--- config.mk ---
export PLATFORM = sky130hd
export DESIGN_NAME = btb_front
export DESIGN_NICKNAME = d
export VERILOG_FILES = /design/src/rtl/core/btb_pkg.sv /design/src/rtl/core/btb_front.sv
export SDC_FILE = /design/constraint.sdc
export NUM_CORES = 1
export LEC_CHECK = 0
export BUFFER_PORTS_ARGS = -buffer_cell sky130_fd_sc_hd__buf_2
export CAP_MARGIN = 0
export CORE_ASPECT_RATIO = 0.9
export CORE_MARGIN = 5
export CORE_UTILIZATION = 52
export DETAILED_ROUTE_END_ITERATION = 8
export GPL_TIMING_DRIVEN = 0
export PLACE_DENSITY = 0.76
export RECOVER_POWER = 100
export SLEW_MARGIN = 5
export SYNTH_ARGS = -nofsm -noshare
export SYNTH_HDL_FRONTEND = slang
export SYNTH_SLANG_ARGS = --single-unit
--- constraint.sdc ---
create_clock -name i_clk -period 2.88 [get_ports i_clk]
set_input_delay 0 -clock i_clk [delete_from_list [all_inputs] [get_ports i_clk]]
set_output_delay 0 -clock i_clk [all_outputs]
set_load 0.02 [all_outputs]
--- src/rtl/core/btb_pkg.sv ---
// package for the two-level branch predictor with branch target buffer
// shared types, register indexes and constants; no dependencies
`default_nettype none
package btb_pkg;
    localparam int unsigned PC_W = 32;

    typedef enum logic [2:0] {
        REG_INDEX_BITS  = 3'd0,
        REG_HIST_SIZE   = 3'd1,
        REG_TAG_SIZE    = 3'd2,
        REG_FSM_RESET   = 3'd3,
        REG_GLOBAL_HIST = 3'd4,
        REG_GLOBAL_TBL  = 3'd5,
        REG_SHARE_MODE  = 3'd6,
        REG_NONE        = 3'd7
    } t_reg_idx;

    typedef enum logic [1:0] {
        SHARE_NONE = 2'd0,
        SHARE_LOW  = 2'd1,
        SHARE_HIGH = 2'd2,
        SHARE_RSVD = 2'd3
    } t_share;

    typedef enum logic {
        OP_PREDICT = 1'b0,
        OP_UPDATE  = 1'b1
    } t_op;

    // back end sequencing
    typedef enum logic [2:0] {
        ST_SWEEP, ST_IDLE, ST_READ, ST_WRITE, ST_ROWCLR
    } t_back_state;

    typedef struct packed {
        logic        operation;
        logic [31:0] branch_pc;
        logic [31:0] resolved_target;
        logic        resolved_taken;
    } t_in_item;

    typedef struct packed {
        logic        predict_taken;
        logic [31:0] predicted_target;
        logic        flush;
        logic [31:0] branch_count;
        logic [31:0] flush_count;
    } t_out_item;

    typedef struct packed {
        logic [2:0] btb_index_bits;
        logic [3:0] history_size;
        logic [4:0] tag_size;
        logic [1:0] fsm_reset;
        logic       global_history;
        logic       global_table;
        logic [1:0] share_mode;
    } t_cfg;

    localparam logic [PC_W-1:0] PC_STEP = 32'd4;
endpackage
`default_nettype wire

--- src/rtl/core/btb_front.sv ---
// front end: input queue, holds up to two accepted transactions for the back end
// depends on btb_pkg
`default_nettype none
module btb_front (
    input  wire logic              i_clk,
    input  wire logic              i_rst_n,
    input  wire logic              i_clear,
    input  wire logic              i_push,
    output logic                   o_full,
    input  wire btb_pkg::t_in_item i_item,
    output logic                   o_valid,
    output btb_pkg::t_in_item      o_item,
    input  wire logic              i_take
);
    import btb_pkg::*;

    // two-entry queue so the back end stalls on its own
    logic [1:0] r_cnt, n_cnt;
    logic       r_wp, r_rp;
    t_in_item   r_q [2];

    wire logic do_push = i_push && !o_full;
    wire logic do_pop  = i_take && o_valid;

    assign o_full  = (r_cnt == 2'd2);
    assign o_valid = (r_cnt != 2'd0);
    assign o_item  = r_q[r_rp];

    always_comb begin
        n_cnt = r_cnt + {1'b0, do_push} - {1'b0, do_pop};
    end

    always_ff @(posedge i_clk) begin
        if (!i_rst_n || i_clear) begin
            r_cnt <= 2'd0;
            r_wp  <= 1'b0;
            r_rp  <= 1'b0;
        end else begin
            r_cnt <= n_cnt;
            if (do_push) r_wp <= ~r_wp;
            if (do_pop)  r_rp <= ~r_rp;
        end
    end

    always_ff @(posedge i_clk) begin
        if (do_push) r_q[r_wp] <= i_item;
    end

`ifndef SYNTHESIS
    a_no_over: assert property (@(posedge i_clk) disable iff (!i_rst_n)
        r_cnt != 2'd3) else $error("queue count overflow");
    a_ptr: assert property (@(posedge i_clk) disable iff (!i_rst_n)
        (r_cnt == 2'd0 || r_cnt == 2'd2) |-> (r_wp == r_rp))
        else $error("queue pointers out of step");
    a_full_push: assert property (@(posedge i_clk) disable iff (!i_rst_n || i_clear)
        (o_full && !do_pop) |=> o_full) else $error("full dropped without pop");
`endif
endmodule
`default_nettype wire

==> impl_metrics.yaml <==
yosys:
  synth_seq_cells: 137
  yosys_warnings: 0
  syn_area_um2: 5012
  syn-num-nets: 306
  avgSynthCellArea_um2: 21.51
  syn_inst: 233
  ys_seq_area_share_pct: 81.08
  ys_types: 21
critical_path:
  slowest_stage: "and3_1"
  crit_family: "simple AND/OR/NAND/NOR gates"
  cp_slowest_stage_delay_ns: 1.00
  crit_path_start_kind: "flip-flop"
  worstSetupPathType: "reg2reg"
  cp.required_ns: 3.06
  cp-end-kind: "flip-flop"
  crit_arrival_ns: 2.39
  reg2reg_setup_slack_ns: 0.68
  path_buf_inv: 1
  cp_max_fo: 44
  crit_chain: "nand2b_1 > and3_1 > buf_16"
route:
  firstDrtPassIters: 4
  vias: 2846
  ant_nets: 0
  via_per_inst: 4.743
  wl_per_cell_um: 15.85
  drc: 0
  drt_first_iter_violations: 71
  wl_um: 9508
floorplanning:
  core_region_area_um2: 9529
  row_count: 34
  die_y_um: 103.1
  start_util_pct: 52.60
  dieArea_um2: 11710
  io_pins: 139
  dieWidth_um: 113.5
placement:
  pre_cts_slack_ns: 0.8745
  placed_area_um2: 5894
  gp_congestion: 0.6793
  place.detailed.hpwl_um: 5606
  portBuffers: 138
  post-place-cells: 498
power:
  finalPower_mw: 4.840
  powerDensity_nw_per_um2: 687.0
  power_leakage_nw: 2.500
  peakVddDrop_mv: 0.4348
clocking:
  ctsResizeCount: 0
  cts_root_buf: "clkbuf_8"
  cts_tree: "yes"
  cts_buffers: 17
  cts_hold_buffers: 70
  clock_latency_ns: 0.50
  htree_levels: 4
  clk_pin_slew_ns: 0.06
  cts.sinks: 137
  postCtsSetupRepairBufs: 0
  cts_buffer_depth: 2
layout:
  n_antenna_cell: 0
  multi_input_area_um2: 863.3
  final_cell_area_um2: 7046
  fin_nets: 534
  regArea_um2: 4064
  fin_util_pct: 73.94
  instances_no_fill: 600
  drive_gt1_share_pct: 15.82
  area_delta_synth_final_pct: 40.56
  fillers: 642
run:
  cap_violations: 0
global_route:
  antenna_found_initial: 0
  grt_max_degree: 67
  track_usage_pct: 17.13
  grt_pass1_wl_um: 15200
  grt_pass1_vias: 3079
  overflow: 0
timing:
  worst-slew-pin-transition_ns: 1.239
  period_minus_slack_ns: 2.203
  whs_ns: 0.2178
  rsz0062_at_grt: "no"
  max-slew-margin-rel_pct: 17.41
  fin_skew_ns: 0.006942
  final.setup.worst_slack_ns: 0.6767
  finalSetupViolations: 0
  finalMaxSlewViolations: 0
  fmax_mhz: 453.9
  hold_viol_final: 0
  fin_setup_tns_ns: 0
  min_period_over_period_pct: 76.50
worst_hold_path:
  hold_path_class: "in2reg"
run_status:
  status: "finished clean"
[sequential cells by signal, summed over array words and instances, names as in the netlist, named ones only]
name and count:
r_wp 1, r_q 132, r_rp 1, r_cnt 2
[final timing paths]
check,depth (start not counted),end,startpoint
max,3,r_q[1][26],r_cnt[0]
min,2,r_q[1][50],i_item[50]
max reg2reg,3,r_q[1][26],r_cnt[0]
min reg2reg,2,r_wp,r_wp
[cell usage after synthesis (all sizes together)]
master / instances / area [µm²]
edfxtp: 132 / 3964
mux2: 66 / 743.2
buf: 7 / 62.56
dfxtp: 5 / 100.1
inv: 5 / 18.76
nor2: 4 / 15.01
ha: 2 / 25.02
nand2b: 2 / 15.02
xnor2: 2 / 17.52
a21oi: 1 / 5.000
and3: 1 / 7.510
nand2: 1 / 3.750
o21a: 1 / 8.760
o21ai: 1 / 5.000
or2: 1 / 6.260
or3: 1 / 6.260
xor2: 1 / 8.760
[kinds of logic (layout without fill, tap and decap cells)]
family,Yosys count,in the layout,synth area share [%]
AOI/OAI and AO/OA,3,3,0.3743
and+or+nand+nor,10,10,1.074
muxes,66,66,14.83
adders and majority gates,2,2,0.4992
xor gates and xnor gates,3,3,0.5243
buffers and inverters,12,253,1.622
DFF,137,137,81.08
[layer usage]
layer	global-route usage, %	wire [µm]	vias to the layer above	part of all wire, %
met4	6.654	94	0	0.99
li1	-	-	1373	-
met1	19.98	3846	1369	40
met2	30.15	4897	94	52
met3	5.106	669	10	7.0
met5	0	0	-	0
[report_power, final]
part,switching [mW],internal (mW),leakage (nW)
clock,0.795,1.32,0.275
sequential,0.0192,2.29,1.28
combinational,0.242,0.172,0.946
[final cells by class]
class | count | area share (%)
timing repair buffer | 209 | 18.34
sequential | 137 | 57.68
clock buffer | 18 | 5.931
clock inverter | 14 | 2.451
tap | 126 | 2.238
buffer | 7 | 0.7991
inverter | 5 | 0.3019
multi-input combinational | 84 | 12.25
[cells in the final DEF, fill, tap and decap left out]
| cell type | netlist | layout |
|---|---|---|
| clkinvlp_4 | 0 | 4 |
| buf_16 | 0 | 1 |
| buf_6 | 4 | 4 |
| buf_2 | 2 | 34 |
| xor2_1 | 1 | 1 |
| and3_1 | 0 | 1 |
| a21oi_1 | 1 | 1 |
| mux2_1 | 66 | 66 |
| clkinv_2 | 0 | 1 |
| nand2b_1 | 1 | 2 |
| inv_4 | 0 | 1 |
| clkinv_1 | 0 | 1 |
| inv_6 | 0 | 2 |
| inv_1 | 4 | 4 |
| bufinv_16 | 0 | 3 |
| clkbuf_1 | 0 | 105 |
| or2_2 | 1 | 1 |
| nor2_1 | 4 | 4 |
| ha_1 | 2 | 2 |
| dlygate4sd3_1 | 0 | 70 |
| clkinv_4 | 0 | 3 |
| clkbuf_8 | 0 | 1 |
| clkbuf_16 | 0 | 16 |
| o21a_2 | 1 | 1 |
| dfxtp_1 | 5 | 5 |
| o21ai_0 | 1 | 1 |
| or3_1 | 1 | 1 |
| clkbuf_2 | 0 | 3 |
| nand2_1 | 1 | 1 |
| xnor2_1 | 2 | 2 |
| edfxtp_1 | 132 | 132 |
No activity file was read; power rests on OpenSTA's default activity.
